==> src/rtl/bftr_pkg.sv <==
// shared constants, types and helpers of the bitmap font text renderer
// no dependencies; used by every rtl module of the block
package bftr_pkg;

    localparam int GLYPH_STORE_BYTES = 4096;
    localparam int MAX_GLYPH_ROWS    = 32;
    localparam int MAX_GLYPH_COLS    = 32;

    // glyph store depth is a power of two, address wrap is a truncation
    localparam int STORE_AW  = $clog2(GLYPH_STORE_BYTES);
    localparam int ROW_CNT_W = $clog2(MAX_GLYPH_ROWS);

    localparam int CUR_W   = 12;
    localparam int IDX_W   = 27;
    localparam int ADDR_W  = 5;
    localparam int Q_DEPTH = 4;
    localparam int Q_AW    = $clog2(Q_DEPTH);

    localparam logic [1:0] OP_PRINT = 2'd0;
    localparam logic [1:0] OP_MOVE  = 2'd1;
    localparam logic [1:0] OP_STORE = 2'd2;

    localparam logic [7:0] NEWLINE_CODE = 8'd10;
    localparam logic [7:0] SPACE_CODE   = 8'd32;

    localparam logic [2:0] REG_SCREEN_COLUMNS = 3'd0;
    localparam logic [2:0] REG_SCREEN_ROWS    = 3'd1;
    localparam logic [2:0] REG_ROW_PITCH      = 3'd2;
    localparam logic [2:0] REG_GLYPH_COLS     = 3'd3;
    localparam logic [2:0] REG_GLYPH_ROWS     = 3'd4;
    localparam logic [2:0] REG_GLYPH_COUNT    = 3'd5;
    localparam logic [2:0] REG_GLYPH_STRIDE   = 3'd6;
    localparam logic [2:0] REG_INK_COLOR      = 3'd7;

    localparam logic [12:0] RST_SCREEN_COLUMNS = 13'd1024;
    localparam logic [12:0] RST_SCREEN_ROWS    = 13'd768;
    localparam logic [14:0] RST_ROW_PITCH      = 15'd1024;
    localparam logic [5:0]  RST_GLYPH_COLS     = 6'd8;
    localparam logic [5:0]  RST_GLYPH_ROWS     = 6'd16;
    localparam logic [9:0]  RST_GLYPH_COUNT    = 10'd256;
    localparam logic [7:0]  RST_GLYPH_STRIDE   = 8'd16;
    localparam logic [31:0] RST_INK_COLOR      = 32'h00AAAAFF;

    typedef struct packed {
        logic [12:0] screen_columns;
        logic [12:0] screen_rows;
        logic [14:0] row_pitch;
        logic [5:0]  glyph_cols;
        logic [5:0]  glyph_rows;
        logic [9:0]  glyph_count;
        logic [7:0]  glyph_stride;
        logic [31:0] ink_color;
    } cfg_t;

    // one queued job: a character to draw or a glyph store write
    typedef struct packed {
        logic             is_store;
        logic [7:0]       glyph;
        logic [CUR_W-1:0] col;
        logic [CUR_W-1:0] row;
        logic [11:0]      addr;
        logic [7:0]       data;
    } job_t;

    typedef struct packed {
        logic full;
        logic empty;
    } q_status_t;

    function automatic logic [5:0] eff_cols(input logic [5:0] v);
        return (v > 6'(MAX_GLYPH_COLS)) ? 6'(MAX_GLYPH_COLS) : v;
    endfunction

    function automatic logic [5:0] eff_rows(input logic [5:0] v);
        return (v > 6'(MAX_GLYPH_ROWS)) ? 6'(MAX_GLYPH_ROWS) : v;
    endfunction

endpackage

==> src/rtl/bftr_queue.sv <==
// short job queue between the front end and the glyph row engine
// depends on bftr_pkg for job_t, q_status_t and the queue depth
module bftr_queue (
    input  logic                 clk,
    input  logic                 rst_n,
    input  logic                 push,
    input  bftr_pkg::job_t       job_in,
    input  logic                 pop,
    output bftr_pkg::job_t       job_out,
    output bftr_pkg::q_status_t  status
);

    bftr_pkg::job_t           entry_reg [bftr_pkg::Q_DEPTH];
    logic [bftr_pkg::Q_AW-1:0] wr_ptr_reg, wr_ptr_next;
    logic [bftr_pkg::Q_AW-1:0] rd_ptr_reg, rd_ptr_next;
    logic [bftr_pkg::Q_AW:0]   count_reg, count_next;
    logic                      do_push;
    logic                      do_pop;

    assign status.full  = (count_reg == (bftr_pkg::Q_AW + 1)'(bftr_pkg::Q_DEPTH));
    assign status.empty = (count_reg == '0);
    assign do_push      = push && !status.full;
    assign do_pop       = pop && !status.empty;
    assign job_out      = entry_reg[rd_ptr_reg];

    always_comb
    begin
        wr_ptr_next = do_push ? wr_ptr_reg + 1'b1 : wr_ptr_reg;
        rd_ptr_next = do_pop ? rd_ptr_reg + 1'b1 : rd_ptr_reg;
        count_next  = count_reg;
        if (do_push && !do_pop)
        begin
            count_next = count_reg + 1'b1;
        end
        else if (do_pop && !do_push)
        begin
            count_next = count_reg - 1'b1;
        end
    end

    always_ff @(posedge clk)
    begin
        if (do_push)
        begin
            entry_reg[wr_ptr_reg] <= job_in;
        end
    end

    always_ff @(posedge clk or negedge rst_n)
    begin
        if (!rst_n)
        begin
            wr_ptr_reg <= '0;
            rd_ptr_reg <= '0;
            count_reg  <= '0;
        end
        else
        begin
            wr_ptr_reg <= wr_ptr_next;
            rd_ptr_reg <= rd_ptr_next;
            count_reg  <= count_next;
        end
    end

endmodule

==> config.mk <==
export PLATFORM = sky130hd
export DESIGN_NAME = bftr_queue
export DESIGN_NICKNAME = d
export VERILOG_FILES = /design/src/rtl/bftr_pkg.sv /design/src/rtl/bftr_queue.sv
export SDC_FILE = /design/constraint.sdc
export NUM_CORES = 1
export LEC_CHECK = 0
export BUFFER_PORTS_ARGS = -buffer_cell sky130_fd_sc_hd__clkbuf_2
export CAP_MARGIN = 15
export CORE_ASPECT_RATIO = 1.75
export CORE_MARGIN = 10
export CORE_UTILIZATION = 50
export CTS_BUF_LIST = sky130_fd_sc_hd__clkbuf_16
export CTS_CLUSTER_DIAMETER = 40
export CTS_CLUSTER_SIZE = 12
export DETAILED_ROUTE_END_ITERATION = 7
export PLACE_DENSITY = 0.71
export SYNTH_ARGS = -nofsm -noshare
export SYNTH_HDL_FRONTEND = slang
export SYNTH_SLANG_ARGS = --single-unit
==> constraint.sdc <==
create_clock -name clk -period 7.8 [get_ports clk]
set_input_delay 2.34 -clock clk [delete_from_list [all_inputs] [get_ports clk]]
set_output_delay 2.34 -clock clk [all_outputs]
set_load 0.01 [all_outputs]
# After elaboration in Yosys (flattened, before gate mapping)
# Memories as Yosys holds them, arrays and structs flattened.
# Cells that the tools add are included.
# totals
register_bits	7
latch_bits	0
ramBits	212
romBits	0
n_memories	1
# classes
addsub	4
mul	0
div	0
n_lt_le_gt_ge	0
eq_ne	1
shift	0
n_mux	4
bitwise	0
n_reduce_logical	10
# mem_list
name	words	word_bits	rd	rd_clocked_by_memory_dff	wr	line	source
entry_reg	4	53	1	0	1	bftr_queue.sv:13	bftr_pkg::job_t entry_reg [bftr_pkg::Q_DEPTH];
# ops
operator	n
2-to-1 mux 3 bit	2
adder 2 x 1 -> 2 bit (second input constant)	2
logical AND 1 bit	4
zero test 1 bit	4
adder 3 x 1 -> 3 bit (second input constant)	1
== test 3 bit (second input constant)	1
zero test 3 bit	1
subtractor 3 x 1 -> 3 bit (second input constant)	1
2-to-1 mux 1 bit	2
nonzero test 2 bit	1

# Depth between registers and ports, before layout
# depth
depth_word	7
mapped_depth	9

# Worst setup path after synthesis
# No wires, ideal clock.
# synth_path
kind	input to register
from	in push
to	mem entry_reg[0][0] in the netlist's numbering (enable)
arrival_time_ns	3.890
t_required_ns	7.384
setup_slack_ns	3.494
cell_stages	3
cell_sequence	nor2b_1 > buf_2 > and2_1
# synth_via
elab_chain_len	3
# synth_lines
element	line	source
start, declared	bftr_queue.sv:6	input logic push,
logical AND 1 bit	bftr_queue.sv:22	assign do_push = push && !status.full;
named net do_push	bftr_queue.sv:17	logic do_push;
2-to-1 mux 1 bit	bftr_queue.sv:43	if (do_push)
2-to-1 mux 1 bit (not written as such)	bftr_queue.sv:45	entry_reg[wr_ptr_reg] <= job_in;
end, declared	bftr_queue.sv:13	
# The timed path passes the listed nets, and every way through them passes these cells.

==> reports/metrics.cfg <==
[clock_network]
cts-buffers-inserted = 22
insertion_delay_ps = 480
cts_root_buf = clkbuf_16
cts_sinks = 219
ctsHoldBuffers = 0
tritoncts = built
clk_pin_slew_ps = 60
cts_setup_buffers = 0
cts.htree.levels = 1
post_cts_resized = 0
cts_buffer_depth = 3

[sta]
hold_viol = 0
fmax_mhz = 215
worst_slew_pin_slew_ps = 782
max_slew_margin_pct = 47.8
grt_setup_unrepaired = false
holdWs_ps = 499
finalSetupViolations = 0
finalSetupTns_ps = 0
slew_violations = 0
layout_min_cycle_time_ps = 4650
clock_skew_ps = 11.2
layout_setup_ws_ps = 3150
period_share_pct = 59.7

[place]
place_inst = 605
globalplace.congestion = 0.716
dpl_worst_slack_ps = 3280
dp_hpwl_um = 9410
io_buffers = 111

[floorplanning]
io_pins = 112
die_width_um = 116
core_mm2 = 0.0160
die_y_um = 189
rows = 61
start_util_pct = 51.0
design.die.area_mm2 = 0.0220

[route]
num_vias = 3637
drc = 0
final_antenna_net_count = 0
drtIter0Drc = 156
drt-total-wl_um = 15100
via_per_inst = 5.63
wl_per_cell_um = 23.4
drt_pass1_iterations = 4

[setup_path]
path_class = reg -> out
endpoint_kind = output pin
crit_end = job_out[38]
startpoint = rd_ptr_reg[0]$_DFFE_PN0P_
worstPathArrival_ps = 2310
r2r_end = entry_reg[0][32]$_DFFE_PP_
slowest_delay_ps = 760
start_kind = flip-flop
reg2reg_from = count_reg[2]$_DFFE_PN0P_
crit_fanout = 31
cp.required_ps = 5460
r2r_cells = 4
path_cells = buf_16 > mux4_1 > clkbuf_2
reg2reg_slack_ps = 5200
cpMaxStageDelayCell = dfrtp_4

[yosys]
ys_seq_area_share_pct = 80.4
synthFlopType = edfxtp_1
synth_cells = 313
synth_cell_types = 21
synth_async_sr_flop_share_pct = 3.20
syn_nets = 376
ys_ff_latch = 219
syn_area_mm2 = 0.00814
syn_avg_cell_area_um2 = 26.0
synth_edf_count = 212
ys_warn_count = 0

[global_route]
grt_pass1_vias = 4092
antenna_found_initial = 1
grt_use_total_pct = 14.0
grt_start_max_net_pins = 56
grt_first_pass_wirelength_um = 23400
grt_overflow = 0

[layout]
num_antenna_cells = 0
fin_cells = 646
fin_util_pct = 59.6
largest_reg_flops = 212
nets = 504
multi_input_area_mm2 = 0.00144
seqCellArea_mm2 = 0.00655
drive_gt1_share_pct = 43.3
n_fill_cell = 1164
syn2layout_area_growth_pct = 16.8

[power]
ir_drop_mv = 0.196
powerDensity_mw_per_mm2 = 381
power_leakage_nw = 3.38

[job]
cap_violations = 0

[worst_hold_path]
hp-class = reg -> reg

[outcome]
status = completed

-- worst max-delay path, delay by kind of cell, from the launching register on --
kind | cells | cell delay, ps
muxes | 1 | 590
DFF | 1 | 760
buffers and inverters | 2 | 460
-- per-layer routing --
layer,wire (um),GRT usage (%)
met4,238,4.45
met2,8430,25.0
met5,9,0
met1,5550,15.7
met3,897,3.37
-- cells by family after synthesis --
group | count (synthesis) | share of synthesized area (%)
multiplexers | 55 | 15.2
adder cells (fa/ha/maj) | 6 | 1.01
XOR/XNOR | 6 | 0.646
buffers and inverters | 17 | 1.98
AND/OR/NAND/NOR | 10 | 0.769
flip-flops | 219 | 80.4
-- cells in the final DEF, fill, tap and decap left out, types with 2 or more instances in the layout --
| master | Yosys | layout |
|---|---|---|
| dfrtp_1 | 7 | 5 |
| mux4_2 | 48 | 48 |
| clkbuf_16 | 0 | 23 |
| edfxtp_1 | 212 | 212 |
| clkbuf_2 | 0 | 111 |
| mux4_1 | 5 | 5 |
| inv_1 | 4 | 20 |
| ha_1 | 5 | 5 |
| buf_4 | 0 | 5 |
| xor2_1 | 2 | 2 |
| and2_2 | 0 | 4 |
| xnor2_1 | 4 | 4 |
-- report_power, final --
group	internal, W	switching (W)	leakage [nW]
registers	0.00156	0.0000949	2.02
logic	0.000483	0.000555	0.986
clock network	0.000530	0.000396	0.375
total	0.00257	0.00105	3.38
-- cells in the mapped netlist (2+ instances only) --
cell	instances	area, um^2
and2_1	4	25.0
buf_12	5	100
buf_2	7	35.0
dfrtp_1	7	175
edfxtp_1	212	6370
ha_1	5	62.6
inv_1	4	15.0
mux4_1	5	131
mux4_2	48	1080
xnor2_1	4	35.0
xor2_1	2	17.5
-- worst min path at each step --
stage	end	slack [ps]	cells past startpoint	from
2_1_floorplan	count_reg[2]$_DFFE_PN0P_	450	1	count_reg[2]$_DFFE_PN0P_
3_3_place_gp	count_reg[2]$_DFFE_PN0P_	470	1	count_reg[2]$_DFFE_PN0P_
3_5_place_dp	count_reg[2]$_DFFE_PN0P_	480	1	count_reg[2]$_DFFE_PN0P_
4_1_cts	count_reg[2]$_DFFE_PN0P_	500	1	count_reg[2]$_DFFE_PN0P_
5_1_grt	count_reg[2]$_DFFE_PN0P_	520	1	count_reg[2]$_DFFE_PN0P_
6_report	count_reg[2]$_DFFE_PN0P_	500	1	count_reg[2]$_DFFE_PN0P_
-- layout make-up --
cell class	count	share of cell area [%]
clock buffer	23	6.05
clock inverter	17	0.750
inverter	4	0.158
multi-input combinational	77	15.2
sequential	219	68.9
tap	189	2.49
timing repair buffer	117	6.53
-- metrics by stage --
step	cell area (um^2)	total power, W
2_1_floorplan	8140	0.00239
3_3_place_gp	8830	0.00271
3_5_place_dp	8830	0.00274
4_1_cts	9480	0.00367
5_1_grt	9510	0.00381
6_report	9510	0.00362
(Power assumes the default switching activity.)
