--- src/rtl/bftr_pkg.sv ---
// shared constants, types and helpers of the bitmap font text renderer
// no dependencies; used by every rtl module of the block
package bftr_pkg;

    localparam int GLYPH_STORE_BYTES = 4096;
    localparam int MAX_GLYPH_ROWS    = 32;
    localparam int MAX_GLYPH_COLS    = 32;

    // glyph store depth is a power of two, address wrap is a truncation
    localparam int STORE_AW  = $clog2(GLYPH_STORE_BYTES);
    localparam int ROW_CNT_W = $clog2(MAX_GLYPH_ROWS);

    localparam int CUR_W   = 12;
    localparam int IDX_W   = 27;
    localparam int ADDR_W  = 5;
    localparam int Q_DEPTH = 4;
    localparam int Q_AW    = $clog2(Q_DEPTH);

    localparam logic [1:0] OP_PRINT = 2'd0;
    localparam logic [1:0] OP_MOVE  = 2'd1;
    localparam logic [1:0] OP_STORE = 2'd2;

    localparam logic [7:0] NEWLINE_CODE = 8'd10;
    localparam logic [7:0] SPACE_CODE   = 8'd32;

    localparam logic [2:0] REG_SCREEN_COLUMNS = 3'd0;
    localparam logic [2:0] REG_SCREEN_ROWS    = 3'd1;
    localparam logic [2:0] REG_ROW_PITCH      = 3'd2;
    localparam logic [2:0] REG_GLYPH_COLS     = 3'd3;
    localparam logic [2:0] REG_GLYPH_ROWS     = 3'd4;
    localparam logic [2:0] REG_GLYPH_COUNT    = 3'd5;
    localparam logic [2:0] REG_GLYPH_STRIDE   = 3'd6;
    localparam logic [2:0] REG_INK_COLOR      = 3'd7;

    localparam logic [12:0] RST_SCREEN_COLUMNS = 13'd1024;
    localparam logic [12:0] RST_SCREEN_ROWS    = 13'd768;
    localparam logic [14:0] RST_ROW_PITCH      = 15'd1024;
    localparam logic [5:0]  RST_GLYPH_COLS     = 6'd8;
    localparam logic [5:0]  RST_GLYPH_ROWS     = 6'd16;
    localparam logic [9:0]  RST_GLYPH_COUNT    = 10'd256;
    localparam logic [7:0]  RST_GLYPH_STRIDE   = 8'd16;
    localparam logic [31:0] RST_INK_COLOR      = 32'h00AAAAFF;

    typedef struct packed {
        logic [12:0] screen_columns;
        logic [12:0] screen_rows;
        logic [14:0] row_pitch;
        logic [5:0]  glyph_cols;
        logic [5:0]  glyph_rows;
        logic [9:0]  glyph_count;
        logic [7:0]  glyph_stride;
        logic [31:0] ink_color;
    } cfg_t;

    // one queued job: a character to draw or a glyph store write
    typedef struct packed {
        logic             is_store;
        logic [7:0]       glyph;
        logic [CUR_W-1:0] col;
        logic [CUR_W-1:0] row;
        logic [11:0]      addr;
        logic [7:0]       data;
    } job_t;

    typedef struct packed {
        logic full;
        logic empty;
    } q_status_t;

    function automatic logic [5:0] eff_cols(input logic [5:0] v);
        return (v > 6'(MAX_GLYPH_COLS)) ? 6'(MAX_GLYPH_COLS) : v;
    endfunction

    function automatic logic [5:0] eff_rows(input logic [5:0] v);
        return (v > 6'(MAX_GLYPH_ROWS)) ? 6'(MAX_GLYPH_ROWS) : v;
    endfunction

endpackage

--- src/rtl/bftr_cfg.sv ---
// apb register file of the bitmap font text renderer
// depends on bftr_pkg for register indexes, reset values and cfg_t
module bftr_cfg (
    input  logic                       clk,
    input  logic                       rst_n,
    input  logic                       psel,
    input  logic                       penable,
    input  logic                       pwrite,
    input  logic [bftr_pkg::ADDR_W-1:0] paddr,
    input  logic [31:0]                pwdata,
    output logic [31:0]                prdata,
    output logic                       pready,
    output bftr_pkg::cfg_t             cfg
);

    bftr_pkg::cfg_t cfg_reg;
    bftr_pkg::cfg_t cfg_next;
    logic [2:0]     reg_idx;
    logic           wr_en;

    assign pready  = 1'b1;
    assign reg_idx = paddr[bftr_pkg::ADDR_W-1:2];
    assign wr_en   = psel && penable && pwrite;
    assign cfg     = cfg_reg;

    always_comb
    begin
        cfg_next = cfg_reg;
        if (wr_en)
        begin
            case (reg_idx)
                bftr_pkg::REG_SCREEN_COLUMNS: cfg_next.screen_columns = pwdata[12:0];
                bftr_pkg::REG_SCREEN_ROWS:    cfg_next.screen_rows    = pwdata[12:0];
                bftr_pkg::REG_ROW_PITCH:      cfg_next.row_pitch      = pwdata[14:0];
                bftr_pkg::REG_GLYPH_COLS:     cfg_next.glyph_cols     = pwdata[5:0];
                bftr_pkg::REG_GLYPH_ROWS:     cfg_next.glyph_rows     = pwdata[5:0];
                bftr_pkg::REG_GLYPH_COUNT:    cfg_next.glyph_count    = pwdata[9:0];
                bftr_pkg::REG_GLYPH_STRIDE:   cfg_next.glyph_stride   = pwdata[7:0];
                bftr_pkg::REG_INK_COLOR:      cfg_next.ink_color      = pwdata;
                default:                      cfg_next = cfg_reg;
            endcase
        end
    end

    always_comb
    begin
        case (reg_idx)
            bftr_pkg::REG_SCREEN_COLUMNS: prdata = {19'd0, cfg_reg.screen_columns};
            bftr_pkg::REG_SCREEN_ROWS:    prdata = {19'd0, cfg_reg.screen_rows};
            bftr_pkg::REG_ROW_PITCH:      prdata = {17'd0, cfg_reg.row_pitch};
            bftr_pkg::REG_GLYPH_COLS:     prdata = {26'd0, cfg_reg.glyph_cols};
            bftr_pkg::REG_GLYPH_ROWS:     prdata = {26'd0, cfg_reg.glyph_rows};
            bftr_pkg::REG_GLYPH_COUNT:    prdata = {22'd0, cfg_reg.glyph_count};
            bftr_pkg::REG_GLYPH_STRIDE:   prdata = {24'd0, cfg_reg.glyph_stride};
            bftr_pkg::REG_INK_COLOR:      prdata = cfg_reg.ink_color;
            default:                      prdata = 32'd0;
        endcase
    end

    always_ff @(posedge clk or negedge rst_n)
    begin
        if (!rst_n)
        begin
            cfg_reg.screen_columns <= bftr_pkg::RST_SCREEN_COLUMNS;
            cfg_reg.screen_rows    <= bftr_pkg::RST_SCREEN_ROWS;
            cfg_reg.row_pitch      <= bftr_pkg::RST_ROW_PITCH;
            cfg_reg.glyph_cols     <= bftr_pkg::RST_GLYPH_COLS;
            cfg_reg.glyph_rows     <= bftr_pkg::RST_GLYPH_ROWS;
            cfg_reg.glyph_count    <= bftr_pkg::RST_GLYPH_COUNT;
            cfg_reg.glyph_stride   <= bftr_pkg::RST_GLYPH_STRIDE;
            cfg_reg.ink_color      <= bftr_pkg::RST_INK_COLOR;
        end
        else
        begin
            cfg_reg <= cfg_next;
        end
    end

endmodule

--- config.mk ---
export PLATFORM = sky130hd
export DESIGN_NAME = bftr_cfg
export DESIGN_NICKNAME = d
export VERILOG_FILES = /design/src/rtl/bftr_pkg.sv /design/src/rtl/bftr_cfg.sv
export SDC_FILE = /design/constraint.sdc
export NUM_CORES = 1
export LEC_CHECK = 0
export BUFFER_PORTS_ARGS = -buffer_cell sky130_fd_sc_hd__buf_2
export CAP_MARGIN = 10
export CORE_UTILIZATION = 49
export CTS_CLUSTER_SIZE = 40
export DETAILED_ROUTE_END_ITERATION = 16
export HOLD_SLACK_MARGIN = 0.1
export MAX_ROUTING_LAYER = met4
export PLACE_DENSITY = 0.8
export SLEW_MARGIN = 20
export SYNTH_ARGS = -nofsm -noshare
export SYNTH_HDL_FRONTEND = slang
export SYNTH_SLANG_ARGS = --single-unit
--- constraint.sdc ---
create_clock -name clk -period 2 [get_ports clk]
set_clock_uncertainty 0.1 [all_clocks]
set_input_delay 0.3 -clock clk [delete_from_list [all_inputs] [get_ports clk]]
set_output_delay 0.3 -clock clk [all_outputs]
set_load 0.02 [all_outputs]
# Word level (Yosys, flattened, before mapping)
# Index checks and enable logic that the tools add are counted.
# Widths: inputs -> output; s select.
[totals]
input_bits = 42
out_inout_bits = 136
elab_cells = 27
register_bits = 103
[op_classes]
reduce_logical = 11
eq_ne = 7
n_mux = 1
[op_table]
columns = ["op", "n"]
rows = [
  ["$pmux 32 s8", 1],
  ["$reduce_and 2->1", 8],
  ["$eq 3x3->1 const B", 4],
  ["$eq 3x2->1 const B", 2],
  ["$eq 3x1->1 const B", 1],
  ["$logic_not 3->1", 1],
  ["$logic_and 1x1->1", 2],
]

# Depth between registers and ports, before layout
# Gate-level depths: netlist of the first run.
[depth]
ltp_word = 3
mapped_depth = 7
mapped_depth_nobuf = 4

# Least setup slack after synthesis of the first run
# No wires, ideal clock.
[synth_path]
kind = "input to output"
from = "input paddr[2] in the netlist's numbering"
to = "output prdata[13]"
n_path_buf = 3
path_stages = 5
slack_ps = 11
arrival_ps = 1589
t_required_ps = 1600
cell_sequence = "clkbuf_2 > buf_2 > clkbuf_1 > nand3_1 > a21boi_0"
[synth_between]
elab_chain_len = 2
word_cells_on_any_way = 9
classes_between = "7 x eq/ne; 1 x mux; 1 x reduce/logical"
[synth_rtl]
columns = ["element", "line", "source"]
rows = [
  ["from (decl)", "bftr_cfg.sv:9", "input logic [bftr_pkg::ADDR_W-1:0] paddr,"],
  ["$eq 3x3->1 (tied with other cells)", "bftr_cfg.sv:47", "case (reg_idx)"],
  ["$pmux 32 s8 (*)", "bftr_cfg.sv:47", ""],
  ["to (decl)", "bftr_cfg.sv:11", "output logic [31:0] prdata,"],
]
# Every way passes the cells marked *; elsewhere a longest branch is shown, timed or not.

# Worst setup path in the final report of the first run
[layout_path]
from = "input paddr[4] in the netlist's numbering"
to = "output prdata[1]"
# Same word-level chain as after synthesis.

==> results.sh, run 1 <==
export IMPL_run_status="finished, final reports clean"
export IMPL_die_area_um2=10100
export IMPL_met3_usage=0.0402
export IMPL_viasPerCell=5.34
export IMPL_r2r_slack_ns=1.07
export IMPL_worstPathRequired_ns=1.60
export IMPL_wl_per_cell_um=18.2
export IMPL_cts_tree="built"
export IMPL_min_to="cfg[99]$_DFFE_PN0P_"
export IMPL_clk_path_buf_depth=2
export IMPL_firstDrtPassIters=4
export IMPL_netlist_area_um2=4770
export IMPL_drc=0
export IMPL_drt_iter0_drc=103
export IMPL_die_x_um=101
export IMPL_vias=3810
export IMPL_final_layout_size_suffix_gt1_frac=0.576
export IMPL_fin_crit_sh=0.989
export IMPL_yosysSeqAreaShare=0.546
export IMPL_clk_pin_slew_ns=0.10
export IMPL_antenna_cells=0
export IMPL_ir_drop_v=0.000496
export IMPL_track_usage=0.270
export IMPL_ys_ff_latch=103
export IMPL_avgSynthCellArea_um2=13.0
export IMPL_layout_commonest_cell="buf_2"
export IMPL_r2r_start="cfg[102]$_DFFE_PN0P_"
export IMPL_rr_endpoint="cfg[102]$_DFFE_PN0P_"
export IMPL_mostFrequentLayoutCells="buf_2, mux2_2, dfrtp_1, buf_4, dfstp_2"
export IMPL_finalHoldViolCount=0
export IMPL_grt_use_met2=0.435
export IMPL_met1_usage=0.350
export IMPL_total_power_uw=6280
export IMPL_die_h_um=101
export IMPL_cap_violations=0
export IMPL_power_density_nw_per_um2=975
export IMPL_numPortBuffers=174
export IMPL_critPathMaxFanout=9
export IMPL_grt_pass1_wl_um=19900
export IMPL_drv_slew=0
export IMPL_ant_nets=0
export IMPL_min_path_cells=2
export IMPL_wirelength_um=13000
export IMPL_cts_sinks=103
export IMPL_largest_reg_flops=103
export IMPL_gp_congestion=0.829
export IMPL_synth_cells=366
export IMPL_grt_ovfl_total=0
export IMPL_hp_start="pwdata[9]"
export IMPL_rsz0062_at_grt="false"
export IMPL_relSlewSlack=0.625
export IMPL_dp_hpwl_um=9020
export IMPL_initial_core_util=0.512
export IMPL_hp_class="primary input to flop"
export IMPL_ios=178
export IMPL_area_growth_pct=34.9
export IMPL_synth_fp_nets=408
export IMPL_final_nets=622
export IMPL_critPathKind="primary input to primary output"
export IMPL_cts_root_buf="clkbuf_8"
export IMPL_crit_path_end_kind="primary output"
export IMPL_totalNegativeSetupSlack_ns=0
export IMPL_post_cts_buffers=0
export IMPL_cts_htree_levels=3
export IMPL_antenna_found_initial=0
export IMPL_finalSetupViolations=0
export IMPL_ys_warn_count=0
export IMPL_fin_crit_ns=1.98
export IMPL_ff2ff_path_depth=1
export IMPL_tightest_slew_ns=0.562
export IMPL_clk_latency_ns=0.36
export IMPL_grt_pass1_vias=3744
export IMPL_leakage_uw=0.00329
export IMPL_grt_max_degree=41
export IMPL_numCtsBuffers=9
export IMPL_cp_start_kind="primary input"
export IMPL_rows=35
export IMPL_grt_busiest_layer="met2"
export IMPL_synth_cell_types=36
export IMPL_max_clock_freq_mhz=506
export IMPL_fp_coreArea_um2=9330
export IMPL_postLayoutCoreUtil=0.691
export IMPL_arrival_ns=1.58
## metrics by stage
stage | hold slack, ns | cells | area (µm²) | setup WS, ns
floorplan | -0.0956 | 366 | 4770 | 0.0105
global placement | 0.170 | 675 | 5970 | 0.0745
detailed placement | 0.180 | 675 | 5970 | 0.0349
CTS | 0.103 | 714 | 6430 | 0.0307
global route | 0.118 | 714 | 6440 | 0.00712
finish | 0.118 | 714 | 6440 | 0.0230
## what timing repair did
item,4_1_cts,5_1_grt
gates resized for setup,0,4
hold buffers,23,0
setup endpoints to repair,0,4
hold endpoints to repair,50,0
## layer usage
layer,vias up,wire length (µm),share of wire
li1,1740,-,-
met2,148,6470,0.50
met5,-,0,0
met4,0,167,0.013
met1,1909,5660,0.44
met3,13,684,0.053
## worst max-delay path, stage by stage
cell	delay, ns
buf_2	0.16
or3_1	0.64
o22a_1	0.31
buf_2	0.16
## final cells by class
class	count	area, µm²
flip-flops and latches	103	2610
fillers	696	2890
well taps	129	161
inverters	3	11.3
repair buffers	225	1390
clock buffers	12	155
clock inverters	4	77.6
multi-input cells	238	2040
## cells in the mapped netlist
| library cell | n | area share |
|---|---|---|
| o21bai_1 | 3 | 0.0047 |
| nor2b_1 | 4 | 0.0052 |
| mux2_2 | 90 | 0.21 |
| conb_1 | 1 | 0.00079 |
| a21boi_0 | 2 | 0.0031 |
| nand2b_1 | 4 | 0.0052 |
| and2_1 | 17 | 0.022 |
| clkbuf_1 | 7 | 0.0055 |
| clkbuf_2 | 1 | 0.0010 |
| buf_2 | 6 | 0.0063 |
| nand3_1 | 3 | 0.0031 |
| o21ai_0 | 3 | 0.0031 |
| and3_1 | 1 | 0.0013 |
| a21oi_1 | 12 | 0.013 |
| mux2i_1 | 23 | 0.048 |
| o22a_1 | 5 | 0.0092 |
| nor2_2 | 2 | 0.0026 |
| or3_1 | 2 | 0.0026 |
| mux2_1 | 11 | 0.026 |
| a311oi_1 | 1 | 0.0018 |
| inv_1 | 3 | 0.0024 |
| buf_1 | 1 | 0.00079 |
| nor3_4 | 1 | 0.0034 |
| a211oi_1 | 6 | 0.0094 |
| o22ai_1 | 7 | 0.0092 |
| buf_4 | 6 | 0.0094 |
| nor2_1 | 21 | 0.017 |
| a21o_1 | 2 | 0.0031 |
| nand2_1 | 12 | 0.0094 |
| dfrtp_1 | 79 | 0.41 |
| nand4b_4 | 1 | 0.0050 |
| a31oi_1 | 1 | 0.0013 |
| dfstp_2 | 24 | 0.13 |
| a22oi_1 | 2 | 0.0031 |
| nand4_1 | 1 | 0.0013 |
| buf_6 | 1 | 0.0024 |
## how the worst max path moves through the flow
stage	startpoint	endpoint	slack (ns)	cells after the start
floorplan	paddr[2]	prdata[13]	0.01	5
global route	paddr[4]	prdata[4]	0.007	4
CTS	paddr[3]	prdata[11]	0.03	7
finish	paddr[4]	prdata[1]	0.02	4
detailed placement	paddr[3]	prdata[11]	0.03	7
global placement	paddr[4]	prdata[5]	0.07	4
## power by group
part | switching, µW | internal [µW] | leakage, µW
registers | 309 | 2560 | 0.00126
logic | 1120 | 802 | 0.00191
clock network | 701 | 779 | 0.000117
total | 2130 | 4140 | 0.00329
## cells by family after synthesis
kind of cell	Yosys count	synth area share
multiplexers	124	0.286
other	1	0.000785
AO/OA/AOI/OAI	44	0.0608
flip-flops	103	0.546
AND/OR/NAND/NOR	69	0.0781
buffers and inverters	25	0.0278
Power figures use the tool's default switching activity.
==> run 2: changes to the inputs <==
--- a/config.mk
+++ b/config.mk
@@ -7,8 +7,9 @@
 export LEC_CHECK = 0
 export BUFFER_PORTS_ARGS = -buffer_cell sky130_fd_sc_hd__buf_2
 export CAP_MARGIN = 10
+export CORE_ASPECT_RATIO = 1.5
+export CORE_MARGIN = 3
 export CORE_UTILIZATION = 49
-export CTS_CLUSTER_SIZE = 40
 export DETAILED_ROUTE_END_ITERATION = 16
 export HOLD_SLACK_MARGIN = 0.1
 export MAX_ROUTING_LAYER = met4
==> run 2 against run 1 <==
Power is 6.7% higher. Largest power group unchanged. Clock-buffer cell count is 1 higher. Sequential power hardly changed.
==> results.sh, run 2 (synthesis results as in run 1) <==
export IMPL_min_path_cells=2
export IMPL_min_to="cfg[14]$_DFFE_PN0P_"
export IMPL_total_power_uw=6700
export IMPL_r2r_slack_ns=1.05
export IMPL_rows=43
export IMPL_swShare=0.325
export IMPL_arrival_ns=1.51
export IMPL_final_nets=614
export IMPL_cap_violations=0
export IMPL_ff2ff_path_depth=1
export IMPL_area_growth_pct=34.7
export IMPL_cts_tree="built"
export IMPL_fin_crit_ns=1.91
export IMPL_ant_nets=0
export IMPL_leakage_uw=0.00329
export IMPL_viasPerCell=5.44
export IMPL_top_layer_used="met4"
export IMPL_run_status="finished, final reports clean"
export IMPL_p_seq_frac=0.432
export IMPL_r2r_start="cfg[95]$_DFFE_PN0P_"
export IMPL_mostFrequentLayoutCells="buf_2, mux2_2, dfrtp_1, dfstp_2, buf_4"
export IMPL_ios=178
export IMPL_fin_crit_sh=0.956
export IMPL_power_switching_uw=2180
export IMPL_max_clock_freq_mhz=523
export IMPL_post_cts_buffers=0
export IMPL_p_clk_frac=0.281
export IMPL_layout_commonest_cell="buf_2"
export IMPL_dp_hpwl_um=9430
export IMPL_drt_iter0_drc=139
export IMPL_drc=0
export IMPL_critPathKind="flop to primary output"
export IMPL_die_area_um2=11000
export IMPL_tightest_slew_ns=0.536
export IMPL_firstDrtPassIters=4
export IMPL_clk_latency_ns=0.33
export IMPL_p_int_uw=4520
export IMPL_dp_cells=658
export IMPL_hp_class="primary input to flop"
export IMPL_drt_met1_wl_um=5310
export IMPL_finalHoldViolCount=0
export IMPL_seqCellArea_um2=2610
export IMPL_crit_path_end_kind="primary output"
export IMPL_grt_pass1_vias=3794
export IMPL_numPortBuffers=174
export IMPL_multi_input_area_um2=2050
export IMPL_hp_start="pwdata[14]"
export IMPL_finalSetupViolations=0
export IMPL_cp_start_kind="flop"
export IMPL_power_frac_comb=0.287
export IMPL_grt_pass1_wl_um=20800
export IMPL_fillCellCount=681
export IMPL_totalNegativeSetupSlack_ns=0
export IMPL_initial_core_util=0.510
export IMPL_cts_root_buf="clkbuf_16"
export IMPL_fin_cells=689
export IMPL_drv_slew=0
export IMPL_die_h_um=127
export IMPL_ir_drop_v=0.000675
export IMPL_die_x_um=86.6
export IMPL_critPathMaxFanout=2
export IMPL_antenna_cells=0
export IMPL_relSlewSlack=0.643
export IMPL_wirelength_um=13400
export IMPL_cts_htree_levels=3
export IMPL_dr_wl_met2_um=6990
export IMPL_grt_ovfl_total=0
export IMPL_final_layout_size_suffix_gt1_frac=0.584
export IMPL_worstPathRequired_ns=1.60
export IMPL_grt_max_degree=104
export IMPL_cts_sinks=103
export IMPL_wl_per_cell_um=19.4
export IMPL_power_density_nw_per_um2=1040
export IMPL_vias=3750
export IMPL_clk_path_buf_depth=2
export IMPL_wl_met3_um=732
export IMPL_largest_reg_flops=103
export IMPL_rr_endpoint="cfg[95]$_DFFE_PN0P_"
export IMPL_fp_coreArea_um2=9360
export IMPL_antenna_found_initial=0
export IMPL_clk_pin_slew_ns=0.07
export IMPL_numCtsBuffers=9
export IMPL_rsz0062_at_grt="false"
export IMPL_gp_congestion=0.825
export IMPL_track_usage=0.253
==> run 2: per-stage QoR <==
stage / hold WS (ns) / utilization / setup slack (ns) / cell area [µm²]
final: 0.112 / 0.687 / 0.0889 / 6430
after global routing: 0.102 / 0.687 / 0.00963 / 6430
after CTS: 0.100 / 0.686 / 0.0318 / 6420
after detailed placement: 0.310 / 0.635 / 0.0144 / 5950
after global placement: 0.304 / 0.635 / 0.0473 / 5950
after floorplan: -0.0956 / - / 0.0105 / 4770
==> run 2: power groups by stage <==
stage	registers [µW]	logic (µW)	clock network [µW]
5_1_grt	2950	2040	2020
3_5_place_dp	2920	1900	0
4_1_cts	2890	1940	1920
6_report	2890	1920	1890
3_3_place_gp	2880	1870	0
2_1_floorplan	3380	654	0
==> run 2: worst max-delay path by stage <==
stage	from	end	cells past startpoint	slack (ns)
3_5_place_dp	paddr[3]	cfg[67]$_DFFE_PN0P_	5	0.01
4_1_cts	paddr[3]	prdata[0]	6	0.03
5_1_grt	cfg[54]$_DFFE_PN1P_	prdata[4]	4	0.01
6_report	cfg[72]$_DFFE_PN1P_	prdata[10]	5	0.09
2_1_floorplan	paddr[2]	prdata[13]	5	0.01
3_3_place_gp	paddr[3]	cfg[71]$_DFFE_PN0P_	5	0.05
==> run 2: routing by layer <==
metal	up-vias	global-route usage
met5	-	-
met4	0	0.0890
met3	26	0.0383
met2	154	0.433
met1	1851	0.299
li1	1719	-
==> run 2: critical path, cell delays in order (launching register included) <==
cell	delay (ns)
dfstp_2	0.53
inv_1	0.05
a21oi_1	0.17
o21bai_1	0.11
a21oi_1	0.14
buf_2	0.18
==> run 2: area by class of cell <==
| type | instances | share of cell area |
|---|---|---|
| timing repair buffer | 217 | 0.202 |
| inverter | 3 | 0.00175 |
| tap | 112 | 0.0218 |
| multi-input combinational | 238 | 0.318 |
| clock buffer | 13 | 0.0405 |
| sequential | 103 | 0.405 |
| clock inverter | 3 | 0.0105 |
==> run 2: what timing repair did <==
item,CTS,global route
resized for setup,0,3
hold buffers,15,0
endpoints found under the hold margin,93,0
setup endpoints to repair,0,4
==> run 3: changes to the inputs <==
--- a/config.mk
+++ b/config.mk
@@ -5,15 +5,15 @@
 export SDC_FILE = /design/constraint.sdc
 export NUM_CORES = 1
 export LEC_CHECK = 0
-export BUFFER_PORTS_ARGS = -buffer_cell sky130_fd_sc_hd__buf_2
 export CAP_MARGIN = 10
 export CORE_ASPECT_RATIO = 1.5
 export CORE_MARGIN = 3
-export CORE_UTILIZATION = 49
+export CORE_UTILIZATION = 60
 export DETAILED_ROUTE_END_ITERATION = 16
+export DONT_BUFFER_PORTS = 1
 export HOLD_SLACK_MARGIN = 0.1
 export MAX_ROUTING_LAYER = met4
-export PLACE_DENSITY = 0.8
+export PLACE_DENSITY = 0.76
 export SLEW_MARGIN = 20
 export SYNTH_ARGS = -nofsm -noshare
 export SYNTH_HDL_FRONTEND = slang
==> run 3 against run 2 <==
The flow now finishes with violations (negative hold slack). Hold slack lost 0.57 ns. Clock-buffer cell count is the same. Worst setup slack got worse by 0.033 ns. Sequential share of layout area rose by 5.8 points. Critical path depth shrank 2. Power shrank 6.8%. Global-route usage up 3.4 points. Flip-flop and latch count is the same. Routed wire length fell by 6.6%. Combinational power decreased by 57%. Cell area fell by 12%. Register-to-register slack got worse by 0.16 ns. Critical endpoint is now prdata[4].
==> results.sh, run 3 (synthesis results as in run 1) <==
export IMPL_die_x_um=78.8
export IMPL_die_h_um=115
export IMPL_drv_slew=0
export IMPL_ios=178
export IMPL_final_nets=450
export IMPL_ir_drop_v=0.000694
export IMPL_rsz0062_at_grt="false"
export IMPL_max_clock_freq_mhz=514
export IMPL_hp_class="primary input to async pin"
export IMPL_totalNegativeSetupSlack_ns=0
export IMPL_finalHoldViolCount=103
export IMPL_drt_iter0_drc=177
export IMPL_fin_hold_ws_ns=-0.456
export IMPL_fin_crit_ns=1.94
export IMPL_run_status="complete, but fails checks"
export IMPL_rows=39
export IMPL_final_layout_size_suffix_gt1_frac=0.421
export IMPL_die_area_um2=9090
export IMPL_grt_pass1_vias=3470
export IMPL_fin_area_um2=5660
export IMPL_vias=3246
export IMPL_cts_htree_levels=3
export IMPL_wirelength_um=12500
export IMPL_cts_tree="built"
export IMPL_clk_pin_slew_ns=0.07
export IMPL_ant_nets=0
export IMPL_cts_sinks=103
export IMPL_crit_path_start="cfg[54]$_DFFE_PN1P_"
export IMPL_hold_buffers=32
export IMPL_largest_reg_flops=103
export IMPL_wl_per_cell_um=24.2
export IMPL_tightest_slew_ns=0.543
export IMPL_r2r_start="cfg[72]$_DFFE_PN1P_"
export IMPL_grt_max_degree=104
export IMPL_area_growth_pct=18.4
export IMPL_critPathMaxFanout=3
export IMPL_finalSetupViolations=0
export IMPL_leakage_uw=0.00251
export IMPL_fp_coreArea_um2=7660
export IMPL_initial_core_util=0.623
export IMPL_postLayoutCoreUtil=0.738
export IMPL_track_usage=0.287
export IMPL_crit_path_end_kind="primary output"
export IMPL_arrival_ns=1.54
export IMPL_violations="negative hold slack"
export IMPL_viasPerCell=6.30
export IMPL_cap_violations=0
export IMPL_dp_hpwl_um=8140
export IMPL_fillCellCount=507
export IMPL_layout_commonest_cell="mux2_2"
export IMPL_grt_ovfl_total=0
export IMPL_clk_latency_ns=0.34
export IMPL_grt_pass1_wl_um=18900
export IMPL_power_density_nw_per_um2=1100
export IMPL_dp_cells=466
export IMPL_cp_start_kind="flop"
export IMPL_relSlewSlack=0.638
export IMPL_place_area_um2=4950
export IMPL_cts_root_buf="clkbuf_16"
export IMPL_clk_path_buf_depth=2
export IMPL_gp_congestion=0.764
export IMPL_worstPathRequired_ns=1.60
export IMPL_drc=0
export IMPL_fin_cells=515
export IMPL_numCtsBuffers=9
export IMPL_fin_crit_sh=0.972
export IMPL_numPortBuffers=0
export IMPL_critPathKind="flop to primary output"
export IMPL_firstDrtPassIters=4
export IMPL_antenna_cells=0
export IMPL_mostFrequentLayoutCells="mux2_2, dfrtp_1, dlygate4sd3_1, dfstp_2, mux2i_1"
export IMPL_antenna_found_initial=0
## run 3: worst max-delay path, stage by stage (launching register included)
cell and delay [ns]:
dfstp_2 0.61, mux2i_1 0.09, a211oi_1 0.26, o22a_2 0.24
## run 3: layout make-up
| class | count | area [µm²] | area share |
|---|---|---|---|
| clock inverter | 3 | 65.1 | 0.0115 |
| clock buffer | 13 | 260 | 0.0460 |
| multi-input combinational | 238 | 2080 | 0.368 |
| timing repair buffer | 53 | 490 | 0.0867 |
| tap | 102 | 128 | 0.0226 |
| sequential | 103 | 2620 | 0.463 |
| inverter | 3 | 11.3 | 0.00199 |
## run 3: per-stage QoR
stage	setup WS (ns)	power (µW)
global placement	0.282	4210
CTS	0.00234	6230
floorplan	0.0105	4030
detailed placement	0.281	4270
finish	0.0558	6240
global route	0.00322	6480
## run 3: worst paths after layout
check,endpoint,slack [ns],cells past startpoint
max,prdata[4],0.06,3
min,cfg[102]$_DFFE_PN0P_,-0.46,0
max reg2reg,cfg[72]$_DFFE_PN1P_,0.89,3
min reg2reg,cfg[97]$_DFFE_PN0P_,0.52,1
max in group asynchronous,cfg[1]$_DFFE_PN1P_,2.05,0
min in group clk,cfg[91]$_DFFE_PN0P_,0.21,2
## run 3: routing by layer
metal	GRT usage	up-vias	share of wire
li1	-	1389	-
met1	0.301	1682	0.37
met2	0.492	153	0.53
met3	0.0893	22	0.077
met4	0.131	0	0.024
met5	-	-	0
## run 3: where the power goes
part,leakage (µW),total (µW),internal (µW),switching (µW)
combinational,0.00110,831,481,350
clock,0.000160,1900,1160,739
sequential,0.00125,3510,2580,933
## run 3: repair_timing
action | CTS | global route
endpoints found under the hold margin | 206 | 103
pin swaps | 1 | 3
setup endpoints to repair | 2 | 9
setup buffers | 0 | 1
gates resized for setup | 1 | 19
